**src/rtl/core/i2cbs_pkg.sv**
```systemverilog
`timescale 1ns / 1ps
// ----------------------------------------------------------------------------
// i2cbs_pkg
// Shared types and codes for the I2C master byte sequencer.
// ----------------------------------------------------------------------------
package i2cbs_pkg;

    localparam int unsigned DATA_W  = 32;
    localparam int unsigned ADDR_W  = 3;
    localparam int unsigned LEN_W   = 5;
    localparam int unsigned FAIL_W  = 5;

    // register index taken from paddr[2]
    localparam logic REG_MESSAGE_LENGTH = 1'b0;

    localparam logic [FAIL_W-1:0] NO_FAILURE = 5'd16;

    typedef enum logic [1:0] {
        MODE_LOAD  = 2'd0,
        MODE_READ  = 2'd1,
        MODE_START = 2'd2,
        MODE_EVENT = 2'd3
    } mode_t;

    localparam logic [3:0] EV_START      = 4'd0;
    localparam logic [3:0] EV_RESTART    = 4'd1;
    localparam logic [3:0] EV_ADDRW_ACK  = 4'd2;
    localparam logic [3:0] EV_DATAW_ACK  = 4'd3;
    localparam logic [3:0] EV_DATAR_ACK  = 4'd4;
    localparam logic [3:0] EV_ADDRR_ACK  = 4'd5;
    localparam logic [3:0] EV_DATAR_NACK = 4'd6;
    localparam logic [3:0] EV_ARB_LOST   = 4'd7;

    localparam logic [7:0] RELEASED_SDA = 8'hFF;

    typedef struct packed {
        mode_t      mode;
        logic [3:0] index;
        logic [7:0] data;
        logic [3:0] ev;
        logic [7:0] rx;
    } item_t;

    typedef struct packed {
        logic              busy;
        logic              success;
        logic [FAIL_W-1:0] fail;
    } ctrl_state_t;

    typedef struct packed {
        logic [7:0]        transmit_byte;
        logic              transmit_valid;
        logic              send_ack;
        logic              request_start;
        logic              request_stop;
        logic              release_bus_step;
        logic              busy_res;
        logic              accepted;
        logic              transfer_ok;
        logic [FAIL_W-1:0] error_event;
        logic [7:0]        read_byte;
    } result_t;

endpackage

```
**src/rtl/core/i2cbs_buffer_ram.sv**
```systemverilog
`timescale 1ns / 1ps
// ----------------------------------------------------------------------------
// i2cbs_buffer_ram
// Message buffer: one write port, one read port, registered read data.
// ----------------------------------------------------------------------------
module i2cbs_buffer_ram #(
    parameter int unsigned BUFFER_DEPTH = 16,
    parameter int unsigned AW           = 4
) (
    input  logic          clk,
    input  logic          wr_en,
    input  logic [AW-1:0] wr_addr,
    input  logic [7:0]    wr_data,
    input  logic          rd_en,
    input  logic [AW-1:0] rd_addr,
    output logic [7:0]    rd_data
);

    logic [7:0] mem [BUFFER_DEPTH];

    always_ff @(posedge clk)
    begin
        if (wr_en)
        begin
            mem[wr_addr] <= wr_data;
        end
    end

    always_ff @(posedge clk)
    begin
        if (rd_en)
        begin
            rd_data <= mem[rd_addr];
        end
    end

endmodule

```
**src/rtl/core/i2cbs_step.sv**
```systemverilog
`timescale 1ns / 1ps
// ----------------------------------------------------------------------------
// i2cbs_step
// Executes one item against the control state and the buffer read data.
// ----------------------------------------------------------------------------
module i2cbs_step #(
    parameter int unsigned BUFFER_DEPTH = 16,
    parameter int unsigned AW           = 4,
    parameter int unsigned PW           = 5
) (
    input  i2cbs_pkg::item_t                 item,
    input  i2cbs_pkg::ctrl_state_t           state,
    input  logic [PW-1:0]                    ptr,
    input  logic [i2cbs_pkg::LEN_W-1:0]      msg_len,
    input  logic [7:0]                       rdata,
    output i2cbs_pkg::ctrl_state_t           state_next,
    output logic [PW-1:0]                    ptr_next,
    output logic                             wr_en,
    output logic [AW-1:0]                    wr_addr,
    output logic [7:0]                       wr_data,
    output i2cbs_pkg::result_t               res
);

    logic [PW-1:0] idx_ext;
    logic          idx_ok;
    logic          is_start;
    logic [PW-1:0] p_sel;
    logic [PW-1:0] p_sel_inc;
    logic [PW-1:0] ptr_inc;
    logic          p_sel_ok;
    logic          ptr_ok;
    logic [PW-1:0] len_ext;
    logic [PW:0]   len_wide;

    assign idx_ext   = PW'(item.index);
    assign idx_ok    = idx_ext < PW'(BUFFER_DEPTH);
    assign is_start  = (item.ev == i2cbs_pkg::EV_START) || (item.ev == i2cbs_pkg::EV_RESTART);
    assign p_sel     = is_start ? '0 : ptr;
    // pointer saturates; all values past the length and depth behave alike
    assign p_sel_inc = (&p_sel) ? p_sel : p_sel + 1'b1;
    assign ptr_inc   = (&ptr) ? ptr : ptr + 1'b1;
    assign p_sel_ok  = p_sel < PW'(BUFFER_DEPTH);
    assign ptr_ok    = ptr < PW'(BUFFER_DEPTH);
    assign len_ext   = PW'(msg_len);
    assign len_wide  = (PW+1)'(msg_len);

    always_comb
    begin
        state_next = state;
        ptr_next   = ptr;
        wr_en      = 1'b0;
        wr_addr    = ptr[AW-1:0];
        wr_data    = item.rx;
        res        = '0;

        case (item.mode)
            i2cbs_pkg::MODE_LOAD:
            begin
                if (!state.busy && idx_ok)
                begin
                    wr_en   = 1'b1;
                    wr_addr = idx_ext[AW-1:0];
                    wr_data = item.data;
                end
            end
            i2cbs_pkg::MODE_READ:
            begin
                if (idx_ok)
                begin
                    res.read_byte = rdata;
                end
            end
            i2cbs_pkg::MODE_START:
            begin
                if (!state.busy)
                begin
                    state_next.busy     = 1'b1;
                    state_next.success  = 1'b0;
                    state_next.fail     = i2cbs_pkg::NO_FAILURE;
                    res.request_start    = 1'b1;
                    res.release_bus_step = 1'b1;
                    res.accepted         = 1'b1;
                end
            end
            i2cbs_pkg::MODE_EVENT:
            begin
                if (state.busy)
                begin
                    case (item.ev)
                        i2cbs_pkg::EV_START, i2cbs_pkg::EV_RESTART,
                        i2cbs_pkg::EV_ADDRW_ACK, i2cbs_pkg::EV_DATAW_ACK:
                        begin
                            ptr_next = p_sel;
                            if (p_sel < len_ext)
                            begin
                                res.transmit_byte  = p_sel_ok ? rdata : i2cbs_pkg::RELEASED_SDA;
                                res.transmit_valid = 1'b1;
                                ptr_next           = p_sel_inc;
                            end
                            else
                            begin
                                state_next.success = 1'b1;
                                state_next.busy    = 1'b0;
                                res.request_stop   = 1'b1;
                            end
                            res.release_bus_step = 1'b1;
                        end
                        i2cbs_pkg::EV_DATAR_ACK:
                        begin
                            wr_en    = ptr_ok;
                            ptr_next = ptr_inc;
                            res.send_ack = ({1'b0, ptr_inc} + (PW+1)'(1)) < len_wide;
                            res.release_bus_step = 1'b1;
                        end
                        i2cbs_pkg::EV_ADDRR_ACK:
                        begin
                            res.send_ack = ({1'b0, ptr} + (PW+1)'(1)) < len_wide;
                            res.release_bus_step = 1'b1;
                        end
                        i2cbs_pkg::EV_DATAR_NACK:
                        begin
                            wr_en              = ptr_ok;
                            state_next.success = 1'b1;
                            state_next.busy    = 1'b0;
                            res.request_stop     = 1'b1;
                            res.release_bus_step = 1'b1;
                        end
                        i2cbs_pkg::EV_ARB_LOST:
                        begin
                            res.request_start    = 1'b1;
                            res.release_bus_step = 1'b1;
                        end
                        default:
                        begin
                            state_next.fail = {1'b0, item.ev};
                            state_next.busy = 1'b0;
                        end
                    endcase
                end
            end
            default:
            begin
                state_next = state;
            end
        endcase

        res.busy_res    = state_next.busy;
        res.transfer_ok = state_next.success;
        res.error_event = state_next.fail;
    end

endmodule

```
**src/rtl/core/i2c_master_byte_sequencer.sv**
```systemverilog
`timescale 1ns / 1ps
// ----------------------------------------------------------------------------
// i2c_master_byte_sequencer
// I2C master message sequencer: buffer load/read, start, bus event stepping.
// ----------------------------------------------------------------------------
//  channel  | handshake               | payload
//  ---------+-------------------------+---------------------------------------
//  input    | in_valid / in_ready     | mode, buffer_index, buffer_byte,
//           |                         | bus_event, received_byte
//  output   | out_valid / out_ready   | transmit_byte ... read_byte
//  config   | APB psel/penable/pwrite | message_length at 0x0
//
//  One item per cycle sustained while the output is not stalled; the buffer
//  RAM read comes first, then the execute stage runs the item and
//  writes back; a write that hits the next item's read address is forwarded.
//  Reset clears the pointer, flags and pipeline valids; the buffer is not
//  cleared. A stalled output holds the execute stage, which holds the input.
// ----------------------------------------------------------------------------
module i2c_master_byte_sequencer #(
    parameter int unsigned BUFFER_DEPTH = 16
) (
    input  logic                            clk,
    input  logic                            rst_n,

    input  logic                            psel,
    input  logic                            penable,
    input  logic                            pwrite,
    input  logic [i2cbs_pkg::ADDR_W-1:0]    paddr,
    input  logic [i2cbs_pkg::DATA_W-1:0]    pwdata,
    output logic [i2cbs_pkg::DATA_W-1:0]    prdata,
    output logic                            pready,

    input  logic                            in_valid,
    output logic                            in_ready,
    input  logic [1:0]                      mode,
    input  logic [3:0]                      buffer_index,
    input  logic [7:0]                      buffer_byte,
    input  logic [3:0]                      bus_event,
    input  logic [7:0]                      received_byte,

    output logic                            out_valid,
    input  logic                            out_ready,
    output logic [7:0]                      transmit_byte,
    output logic                            transmit_valid,
    output logic                            send_ack,
    output logic                            request_start,
    output logic                            request_stop,
    output logic                            release_bus_step,
    output logic                            busy_res,
    output logic                            accepted,
    output logic                            transfer_ok,
    output logic [i2cbs_pkg::FAIL_W-1:0]    error_event,
    output logic [7:0]                      read_byte
);

    localparam int unsigned AW = (BUFFER_DEPTH > 1) ? $clog2(BUFFER_DEPTH) : 1;
    localparam int unsigned PW = (AW + 1 > 5) ? AW + 1 : 5;

    logic [i2cbs_pkg::LEN_W-1:0] msg_len_reg;
    logic                        cfg_wr;

    i2cbs_pkg::ctrl_state_t      state_reg;
    i2cbs_pkg::ctrl_state_t      step_state;
    logic [PW-1:0]               ptr_reg;
    logic [PW-1:0]               step_ptr;
    logic [PW-1:0]               ptr_upd;

    logic                        s1_valid_reg;
    i2cbs_pkg::item_t            s1_item_reg;
    logic                        s1_fire;
    logic                        in_fire;
    i2cbs_pkg::item_t            in_item;

    logic                        out_valid_reg;
    i2cbs_pkg::result_t          res_reg;
    i2cbs_pkg::result_t          step_res;

    logic                        step_wr_en;
    logic                        wr_en;
    logic [AW-1:0]               wr_addr;
    logic [7:0]                  wr_data;
    logic [PW-1:0]               rd_addr_full;
    logic [AW-1:0]               rd_addr;
    logic [7:0]                  ram_rdata;
    logic                        fwd_hit_reg;
    logic [7:0]                  fwd_data_reg;
    logic [7:0]                  rdata_eff;

    // configuration port
    assign pready = 1'b1;
    assign cfg_wr = psel && penable && pwrite && pready
                    && (paddr[2] == i2cbs_pkg::REG_MESSAGE_LENGTH);
    assign prdata = (paddr[2] == i2cbs_pkg::REG_MESSAGE_LENGTH)
                    ? i2cbs_pkg::DATA_W'(msg_len_reg) : '0;

    always_ff @(posedge clk or negedge rst_n)
    begin
        if (!rst_n)
        begin
            msg_len_reg <= '0;
        end
        else if (cfg_wr)
        begin
            msg_len_reg <= pwdata[i2cbs_pkg::LEN_W-1:0];
        end
    end

    // handshake
    assign s1_fire  = s1_valid_reg && (!out_valid_reg || out_ready);
    assign in_ready = !s1_valid_reg || s1_fire;
    assign in_fire  = in_valid && in_ready;

    assign in_item.mode  = i2cbs_pkg::mode_t'(mode);
    assign in_item.index = buffer_index;
    assign in_item.data  = buffer_byte;
    assign in_item.ev    = bus_event;
    assign in_item.rx    = received_byte;

    // pointer as left by the item now executing
    assign ptr_upd = s1_fire ? step_ptr : ptr_reg;

    always_comb
    begin
        if (in_item.mode == i2cbs_pkg::MODE_READ)
        begin
            rd_addr_full = PW'(buffer_index);
        end
        else if ((bus_event == i2cbs_pkg::EV_START) || (bus_event == i2cbs_pkg::EV_RESTART))
        begin
            rd_addr_full = '0;
        end
        else
        begin
            rd_addr_full = ptr_upd;
        end
    end

    assign rd_addr = rd_addr_full[AW-1:0];
    assign wr_en   = step_wr_en && s1_fire;

    i2cbs_buffer_ram #(
        .BUFFER_DEPTH (BUFFER_DEPTH),
        .AW           (AW)
    ) u_ram (
        .clk     (clk),
        .wr_en   (wr_en),
        .wr_addr (wr_addr),
        .wr_data (wr_data),
        .rd_en   (in_fire),
        .rd_addr (rd_addr),
        .rd_data (ram_rdata)
    );

    // write-to-read bypass for the entry written at the read edge
    always_ff @(posedge clk or negedge rst_n)
    begin
        if (!rst_n)
        begin
            fwd_hit_reg <= 1'b0;
        end
        else if (in_fire)
        begin
            fwd_hit_reg <= wr_en && (wr_addr == rd_addr);
        end
    end

    always_ff @(posedge clk)
    begin
        if (in_fire)
        begin
            fwd_data_reg <= wr_data;
        end
    end

    assign rdata_eff = fwd_hit_reg ? fwd_data_reg : ram_rdata;

    i2cbs_step #(
        .BUFFER_DEPTH (BUFFER_DEPTH),
        .AW           (AW),
        .PW           (PW)
    ) u_step (
        .item       (s1_item_reg),
        .state      (state_reg),
        .ptr        (ptr_reg),
        .msg_len    (msg_len_reg),
        .rdata      (rdata_eff),
        .state_next (step_state),
        .ptr_next   (step_ptr),
        .wr_en      (step_wr_en),
        .wr_addr    (wr_addr),
        .wr_data    (wr_data),
        .res        (step_res)
    );

    // execute stage and control state
    always_ff @(posedge clk or negedge rst_n)
    begin
        if (!rst_n)
        begin
            s1_valid_reg <= 1'b0;
            state_reg    <= '{busy: 1'b0, success: 1'b0, fail: i2cbs_pkg::NO_FAILURE};
            ptr_reg      <= '0;
        end
        else
        begin
            if (in_fire)
            begin
                s1_valid_reg <= 1'b1;
            end
            else if (s1_fire)
            begin
                s1_valid_reg <= 1'b0;
            end
            if (s1_fire)
            begin
                state_reg <= step_state;
                ptr_reg   <= step_ptr;
            end
        end
    end

    always_ff @(posedge clk)
    begin
        if (in_fire)
        begin
            s1_item_reg <= in_item;
        end
    end

    // output register
    always_ff @(posedge clk or negedge rst_n)
    begin
        if (!rst_n)
        begin
            out_valid_reg <= 1'b0;
        end
        else if (s1_fire)
        begin
            out_valid_reg <= 1'b1;
        end
        else if (out_ready)
        begin
            out_valid_reg <= 1'b0;
        end
    end

    always_ff @(posedge clk)
    begin
        if (s1_fire)
        begin
            res_reg <= step_res;
        end
    end

    assign out_valid        = out_valid_reg;
    assign transmit_byte    = res_reg.transmit_byte;
    assign transmit_valid   = res_reg.transmit_valid;
    assign send_ack         = res_reg.send_ack;
    assign request_start    = res_reg.request_start;
    assign request_stop     = res_reg.request_stop;
    assign release_bus_step = res_reg.release_bus_step;
    assign busy_res         = res_reg.busy_res;
    assign accepted         = res_reg.accepted;
    assign transfer_ok      = res_reg.transfer_ok;
    assign error_event      = res_reg.error_event;
    assign read_byte        = res_reg.read_byte;

    // checks
    a_stall_holds_input: assert property (@(posedge clk) disable iff (!rst_n)
        (s1_valid_reg && out_valid_reg && !out_ready) |-> !in_ready)
        else $error("input taken while execute stage is stalled");

    a_tx_only_busy: assert property (@(posedge clk) disable iff (!rst_n)
        (out_valid && transmit_valid) |-> (busy_res && !request_stop))
        else $error("byte sent outside a running transfer");

    a_start_clears: assert property (@(posedge clk) disable iff (!rst_n)
        (out_valid && accepted) |->
            (busy_res && !transfer_ok && (error_event == i2cbs_pkg::NO_FAILURE)))
        else $error("accepted start did not reset transfer status");

    a_stop_ends: assert property (@(posedge clk) disable iff (!rst_n)
        (out_valid && request_stop) |-> (!busy_res && transfer_ok && !request_start))
        else $error("stop issued without completing the transfer");

endmodule

```
**config.mk**
```make
export PLATFORM = sky130hd
export DESIGN_NAME = i2c_master_byte_sequencer
export DESIGN_NICKNAME = d
export VERILOG_FILES = /design/src/rtl/core/i2cbs_pkg.sv /design/src/rtl/core/i2cbs_buffer_ram.sv /design/src/rtl/core/i2cbs_step.sv /design/src/rtl/core/i2c_master_byte_sequencer.sv
export SDC_FILE = /design/constraint.sdc
export NUM_CORES = 1
export LEC_CHECK = 0
export ABC_AREA = 1
export BUFFER_PORTS_ARGS = -buffer_cell sky130_fd_sc_hd__buf_2
export CAP_MARGIN = 0
export CELL_PAD_IN_SITES_DETAIL_PLACEMENT = 1
export CELL_PAD_IN_SITES_GLOBAL_PLACEMENT = 2
export CORE_ASPECT_RATIO = 1.5
export CORE_MARGIN = 4
export CORE_UTILIZATION = 37
export CTS_CLUSTER_DIAMETER = 200
export DETAILED_ROUTE_END_ITERATION = 7
export GPL_TIMING_DRIVEN = 0
export PLACE_DENSITY = 0.78
export REMOVE_ABC_BUFFERS = 1
export SYNTH_ARGS = -nofsm -noshare
export SYNTH_HDL_FRONTEND = slang
export SYNTH_SLANG_ARGS = --single-unit
```
**constraint.sdc**
```tcl
create_clock -name clk -period 3.3 [get_ports clk]
set_clock_uncertainty 0.05 [all_clocks]
set_input_delay 0.33 -clock clk [delete_from_list [all_inputs] [get_ports clk]]
set_output_delay 0.33 -clock clk [all_outputs]
set_load 0.03 [all_outputs]
```
# --- After elaboration in Yosys (flattened, before gate mapping) ---
# Memories as Yosys holds them, arrays and structs flattened. A register that Yosys moved wholly into a read port is not among the register bits.
# Cells that the tools add are included.
# W data, S select, Z words.
word_totals:
  ramBits: 128
  wordCells: 124
  reg_bits: 83
  out_inout_bits: 64
  in_bits: 68
  memories: 1
classes:
  n_addsub: 4
  reduce_logical: 30
  order_cmp: 6
  mux: 44
  bitwise: 1
  eq_ne: 13
mem_list:
  columns: ["name", "depth", "width", "rd", "rd_ports_with_merged_regs", "wr", "line_no", "source"]
  rows:
  - ["u_ram.mem", 16, 8, 1, 1, 1, "i2cbs_buffer_ram.sv:19", "logic [7:0] mem [BUFFER_DEPTH];"]
ops:
  columns: ["op", "n"]
  rows:
  - ["$mux W5", 9]
  - ["$mux W8", 4]
  - ["$eq A4 B3 Y1 const B", 4]
  - ["$mux W4", 4]
  - ["$pmux W1 S2", 7]
  - ["$pmux W7 S2", 1]
  - ["$mux W1", 13]
  - ["$add A5 B1 Y6 const B", 2]
  - ["$lt A6 B5 Y1", 2]
  - ["$add A5 B1 Y5 const B", 2]
  - ["$lt A5 B5 Y1 const B", 2]
  - ["$pmux W5 S2", 1]
  - ["$reduce_and A5 Y1", 2]
  - ["$mux W9", 1]
  - ["$eq A4 B1 Y1 const B", 2]
  - ["$eq A4 B2 Y1 const B", 2]
  - ["$logic_and A1 B1 Y1", 8]
  - ["$logic_not A4 Y1", 2]
  - ["$reduce_or A8 Y1", 1]
  - ["$mux W7", 1]
  - ["$mux W6", 1]
  - ["$lt A4 B5 Y1 const B", 1]
  - ["$lt A5 B5 Y1", 1]
  - ["$eq A2 B1 Y1 const B", 2]
  - ["other kinds (15)", 23]

# --- Depth between registers and ports, before layout ---
logic_depth:
  ltp_word: 14
  mapped_depth: 22
  ltp_nobuf: 20

# --- Hierarchy ---
# From an unflattened synthesis, not the netlist that was laid out.
unflattened:
  hier_cells: 1042
  hier_area_um2: 10502.6
modules_own_cells:
  columns: ["module", "seq_area_each_um2", "cells_per_inst", "n_inst", "area_per_inst_um2"]
  rows:
  - ["i2cbs_buffer_ram", 4083.9, 551, 1, 5846.9]
  - ["i2c_master_byte_sequencer", 2393.5, 229, 1, 3178.0]
  - ["i2cbs_step", 0.0, 262, 1, 1477.7]

# --- Worst setup path before layout ---
# OpenSTA, ideal clock, no wires.
synth_path:
  path_kind: "reg2reg"
  start: "register s1_item_reg[10] in the netlist's numbering"
  end: "register u_ram.rd_data[4] (read register of u_ram.mem), data pin"
  t_required_ns: 2.997
  slack_ns: 0.509
  synth_period_minus_slack_ns: 2.791
  setup_ns: 0.253
  arrival_time_ns: 2.487
  n_path_buf: 2
  stages_incl_launch_ff: 22
  path_cell_list: "edfxtp_1 -> nor2_4 -> nand2_4 -> nand2_1 -> inv_1 -> ha_1 -> nand2_1 -> nand2_1 -> a21oi_2 -> nand3_2 -> nand2_1 -> nand3_1 -> nand2_1 -> nand3_1 -> nand2_1 -> buf_6 -> buf_4 -> nand2_1 -> nand3_1 -> nand3_1 -> nand3_1 -> nand2_1"
synth_via:
  elab_chain_cells: 12
  elab_cells_between_ends: 19
  cone_classes: "add/sub (1); order compare (1); eq/ne (4); mux (9); reduce/logical (4)"
synth_lines:
  columns: ["item", "line_no", "source"]
  rows:
  - ["from (decl)", "i2c_master_byte_sequencer.sv:69", "i2cbs_pkg::item_t s1_item_reg;"]
  - ["from (signal assigned)", "i2c_master_byte_sequencer.sv:226", "s1_item_reg <= in_item;"]
  - ["$eq A4 B1 Y1 or $logic_not A4 Y1 (tied branches)", "i2cbs_step.sv:37, i2cbs_step.sv:89", null]
  - ["$logic_or A1 B1 Y1", "i2cbs_step.sv:37", "assign is_start = (item.ev == i2cbs_pkg::EV_START) || (item.ev == i2cbs_pkg::EV_RESTART);"]
  - ["$mux W5", "i2cbs_step.sv:38", "assign p_sel = is_start ? '0 : ptr;"]
  - ["$add A5 B1 Y5 or $reduce_and A5 Y1 (tied branches)", "i2cbs_step.sv:40", "assign p_sel_inc = (&p_sel) ? p_sel : p_sel + 1'b1;"]
  - ["$mux W5", "i2cbs_step.sv:40", null]
  - ["$mux W5", "i2cbs_step.sv:94", "if (p_sel < len_ext)"]
  - ["$pmux W5 S2 (*)", "i2cbs_step.sv:89", "case (item.ev)"]
  - ["$mux W5 (*)", "i2cbs_step.sv:87", "if (state.busy)"]
  - ["$mux W5 (*)", "i2cbs_step.sv:56", "case (item.mode)"]
  - ["$mux W5 (*)", null, null]
  - ["$mux W4 (*)", "i2c_master_byte_sequencer.sv:128", "else if ((bus_event == i2cbs_pkg::EV_START) || (bus_event == i2cbs_pkg::EV_RESTART))"]
  - ["$mux W4 (*)", "i2c_master_byte_sequencer.sv:124", "if (in_item.mode == i2cbs_pkg::MODE_READ)"]
  - ["to (decl)", "i2cbs_buffer_ram.sv:16", "output logic [7:0] rd_data"]
# Every way passes the cells marked *; elsewhere a longest branch is shown, timed or not.
# A chain may end at the register's enable or synchronous reset.

# --- Worst setup path after layout ---
layout_path:
  start: "register s1_item_reg[10] in the netlist's numbering"
  end: "register u_ram.rd_data[7] (read register of u_ram.mem), data pin"
# Same word-level chain as after synthesis.

==> metrics.md <==
| Metric | Value |
|---|---|
| Overflow left after global routing | `0` |
| Worst setup EP type | `flip-flop` |
| FF-to-FF End | `u_ram.rd_data[7]` |
| Via count | `7653` |
| Class of the worst hold path | `input port to flip-flop` |
| Fin crit period | `3.415 ns` |
| Number of nets with antenna violations after detailed routing | `0` |
| Clock tree from TritonCTS | `done` |
| Aggregate global-route resource usage | `0.2120` |
| Crit path depth | `21` |
| Ys flop type | `sky130_fd_sc_hd__edfxtp_1` |
| Layout Nets | `1211` |
| Clock latency of the later-clocked register in the worst-skew pair | `0.52 ns` |
| Required time at the worst-slack endpoint | `3.51 ns` |
| Delay of the slowest cell on the worst path | `0.43 ns` |
| Cell type with the highest aggregate area in the netlist | `sky130_fd_sc_hd__edfxtp_1` |
| Flop-to-flop setup slack | `-0.12 ns` |
| Number of endpoints failing setup at the final stage | `8` |
| Clock root buffer | `sky130_fd_sc_hd__clkbuf_16` |
| Crit Path Class | `flip-flop to flip-flop` |
| Top Family by Delay on Critical Path | `simple AND/OR/NAND/NOR gates` |
| Post-layout worst setup margin | `-0.1152 ns` |
| Footprint of the flip-flops and latches | `6480 sq um` |
| H-tree depth | `1` |
| Number of unique standard cell types used by synthesis | `41` |
| Die width | `143.6 um` |
| Most frequent cells after synthesis | `231 x sky130_fd_sc_hd__nand2_1, 199 x sky130_fd_sc_hd__edfxtp_1, 166 x sky130_fd_sc_hd__nand3_1` |
| Die height | `211.4 um` |
| Power per Cell Area | `779.9 nW/um^2` |
| Core box area | `27220 sq um` |
| Register-to-Register Path Depth | `21` |
| Number of buffers created by CTS | `22` |
| IO Port Bufs | `74` |
| Number of DRC violations after detailed routing | `0` |
| Count of flip-flops with a built-in enable after synthesis | `199` |
| Number of flip-flops under the largest register name | `128` |
| Clock Tree Buf Depth | `3` |
| VDD IR-drop max | `0.4607 mV` |
| Max Cap Violations | `0` |
| Multi-input logic area | `3887 sq um` |
| Startpoint of the lowest-slack register-to-register path | `s1_item_reg[10]` |
| Yosys warnings | `0` |
| Critical Path Start Type | `flip-flop` |
| Netlist area before placement | `10200 sq um` |
| Final Max Slew Viols | `0` |
| Setup repair after global routing missed its margin | `yes` |
| Clock transition at the registers of the reported paths | `0.06 ns` |
| Biggest area contributors in the synthesized netlist | `sky130_fd_sc_hd__edfxtp_1 59%, sky130_fd_sc_hd__nand2_1 8.5%, sky130_fd_sc_hd__nand3_1 8.1%, sky130_fd_sc_hd__dfrtp_1 4.7%, sky130_fd_sc_hd__inv_1 4.4%` |
| Post-Syn Instances | `981` |
| Share of layout cells above drive strength 1 | `0.2729` |
| Violations in the final reports | `negative setup slack` |
| HPWL after detailed placement | `18580 um` |
| Vias in the first global route | `8129` |
| Critical Path Slowest Stage Cell | `sky130_fd_sc_hd__edfxtp_1` |
| Number of clock sinks seen by CTS | `219` |
| Result of the run | `finished with violations` |
| Detailed Route WL | `32520 um` |
| Post-DR wirelength/cell | `22.00 um` |
| Leakage dissipation | `5.463 nW` |
| Routability-driven placement congestion ratio | `0.8140` |
| Worst slew margin relative to its limit | `0.02376` |
| Synthesis-to-finish area growth | `28.31%` |
| Count leader, synth | `sky130_fd_sc_hd__nand2_1` |
| Arrival @ worst endpoint | `3.63 ns` |
| Period utilization | `1.035` |
| Hold Fails Final Rpt | `0` |
| Crit path buffers/inverters | `4` |
| Portion of the post-synthesis area used by sequential elements | `0.6347` |
| Maximum number of pins on one net before global-route repair | `73` |
| Post-synthesis async set-or-reset flop share | `0.09132` |
| Std cell rows | `74` |
| Critical Path Source | `s1_item_reg[10]` |
| Total Negative Setup Slacks | `-0.4808 ns` |
| Routed via count divided by cell count | `5.178` |
| Top fanout value on the critical path | `8` |
| Placement-stage worst setup slack | `-1.769 ns` |
| Ports | `132` |
| Effective utilization at floorplan | `0.3749` |
| Number of diodes added for antenna fixing | `0` |
| CP Capture Point | `u_ram.rd_data[7]` |
| Synthesized flop and latch total | `219` |
| First-pass GRT wire length | `48110 um` |
| Max Fclk | `292.8 MHz` |
| Yosys top cell area share | `0.5856` |
| Mean cell area of the mapped netlist | `10.40 sq um` |
| Drt first-iter violations | `496` |
| 1st-pass router iterations | `5` |
| PnR Total Power | `10.21 mW` |
| Total die area | `30360 sq um` |
| List of cells traversed by the critical path | `nor2_4, nand2_4, inv_6, nor2_4, ha_4, nand2_4, inv_2, a21oi_4, nand4_1, nand3_4, nand2_8, nand3_4, buf_12, buf_16, nand2_8, nand2_2, nand2_1, nand2_1, nand3_2, nand3_2, nand2_2` |
| Number of fill cells in the layout | `3010` |
| Number of antenna violations at the first check in global routing | `0` |
| Transition at the pin with the smallest max-transition slack | `1.459 ns` |
==> worst min path at each step <==
stage          cells after the start        endpoint  startpoint
2_1_floorplan                      0     fwd_hit_reg       rst_n
3_3_place_gp                       1  msg_len_reg[0]       rst_n
3_5_place_dp                       1  msg_len_reg[0]       rst_n
4_1_cts                            3  msg_len_reg[3]   pwdata[3]
5_1_grt                            3  msg_len_reg[4]   pwdata[4]
6_report                           3  msg_len_reg[3]   pwdata[3]
==> timing repair <==
| action | CTS | global route |
|---|---|---|
| hold endpoints to repair | 48 | 0 |
| pin swaps | 40 | 31 |
| gates cloned | 10 | 1 |
| buffers inserted | 22 | 15 |
| setup endpoints to repair | 138 | 124 |
| gates resized for setup | 148 | 53 |
| hold buffers | 30 | 0 |
==> power breakdown <==
group	internal, mW	switching (mW)
logic	1.25	2.69
clock network	1.67	1.08
registers	3.39	0.125
==> worst reg2reg max path: stages, from the launching register on <==
cell and delay [ns]:
sky130_fd_sc_hd__edfxtp_1 0.43, sky130_fd_sc_hd__nor2_4 0.19, sky130_fd_sc_hd__nand2_4 0.14, sky130_fd_sc_hd__inv_6 0.11, sky130_fd_sc_hd__nor2_4 0.04, sky130_fd_sc_hd__ha_4 0.24
sky130_fd_sc_hd__nand2_4 0.10, sky130_fd_sc_hd__inv_2 0.05, sky130_fd_sc_hd__a21oi_4 0.20, sky130_fd_sc_hd__nand4_1 0.19, sky130_fd_sc_hd__nand3_4 0.16, sky130_fd_sc_hd__nand2_8 0.08
sky130_fd_sc_hd__nand3_4 0.11, sky130_fd_sc_hd__buf_12 0.13, sky130_fd_sc_hd__buf_16 0.18, sky130_fd_sc_hd__nand2_8 0.15, sky130_fd_sc_hd__nand2_2 0.13, sky130_fd_sc_hd__nand2_1 0.05
sky130_fd_sc_hd__nand2_1 0.07, sky130_fd_sc_hd__nand3_2 0.14, sky130_fd_sc_hd__nand3_2 0.15, sky130_fd_sc_hd__nand2_2 0.08
==> metal layers <==
layer | vias up | track usage | wire length (um)
li1 | 3551 | - | -
met4 | 0 | 0.07700 | 1109
met2 | 176 | 0.4132 | 18780
met5 | - | 0 | 0
met1 | 3870 | 0.2331 | 11600
met3 | 56 | 0.02102 | 1031
==> per-stage QoR <==
step                      cell area [sq um]  hold WS [ns]    util  cells
after detailed placement              10710        0.3225  0.3935   1361
final                                 13090       0.01461  0.4810   1478
after floorplan                        9884      -0.01559       -    945
after global placement                10680        0.3219  0.3924   1361
after global routing                  13090       0.03377  0.4810   1478
after CTS                             12710     0.0001585  0.4671   1462
==> area by class of cell <==
| class | count | share of cell area |
|---|---|---|
| Timing Repair Buffer | 141 | 0.07711 |
| Multi-Input combinational cell | 609 | 0.2969 |
| Sequential cell | 219 | 0.4949 |
| Clock buffer | 27 | 0.04510 |
| Clock inverter | 12 | 0.01424 |
| Tap cell | 342 | 0.03268 |
| Inverter | 128 | 0.03908 |
==> logic make-up (layout without fill, tap and decap cells) <==
| group | Yosys count | after routing | synth area share |
|---|---|---|---|
| and+or+nand+nor | 473 | 484 | 0.2023 |
| DFF | 219 | 219 | 0.6347 |
| buffers and inverters | 190 | 308 | 0.08803 |
| AOI/OAI and AO/OA | 60 | 60 | 0.03335 |
| adders and majority gates | 22 | 22 | 0.02697 |
| muxes | 8 | 8 | 0.007847 |
| xor gates and xnor gates | 7 | 7 | 0.006008 |
| other | 2 | 28 | 0.0007359 |
==> cell usage in the layout, fill, tap and decap left out, types with 21 or more instances in the layout <==
cell and instances:
sky130_fd_sc_hd__clkbuf_16 23, sky130_fd_sc_hd__nand3_1 118, sky130_fd_sc_hd__buf_4 32, sky130_fd_sc_hd__nand2_2 41, sky130_fd_sc_hd__nand3_2 43, sky130_fd_sc_hd__o21ai_0 21, sky130_fd_sc_hd__buf_2 74, sky130_fd_sc_hd__edfxtp_1 199
sky130_fd_sc_hd__conb_1 28, sky130_fd_sc_hd__inv_1 115, sky130_fd_sc_hd__a21oi_1 22, sky130_fd_sc_hd__nor2_1 36, sky130_fd_sc_hd__dlygate4sd3_1 30, sky130_fd_sc_hd__nand2_1 177
Power figures use the tool's default switching activity.
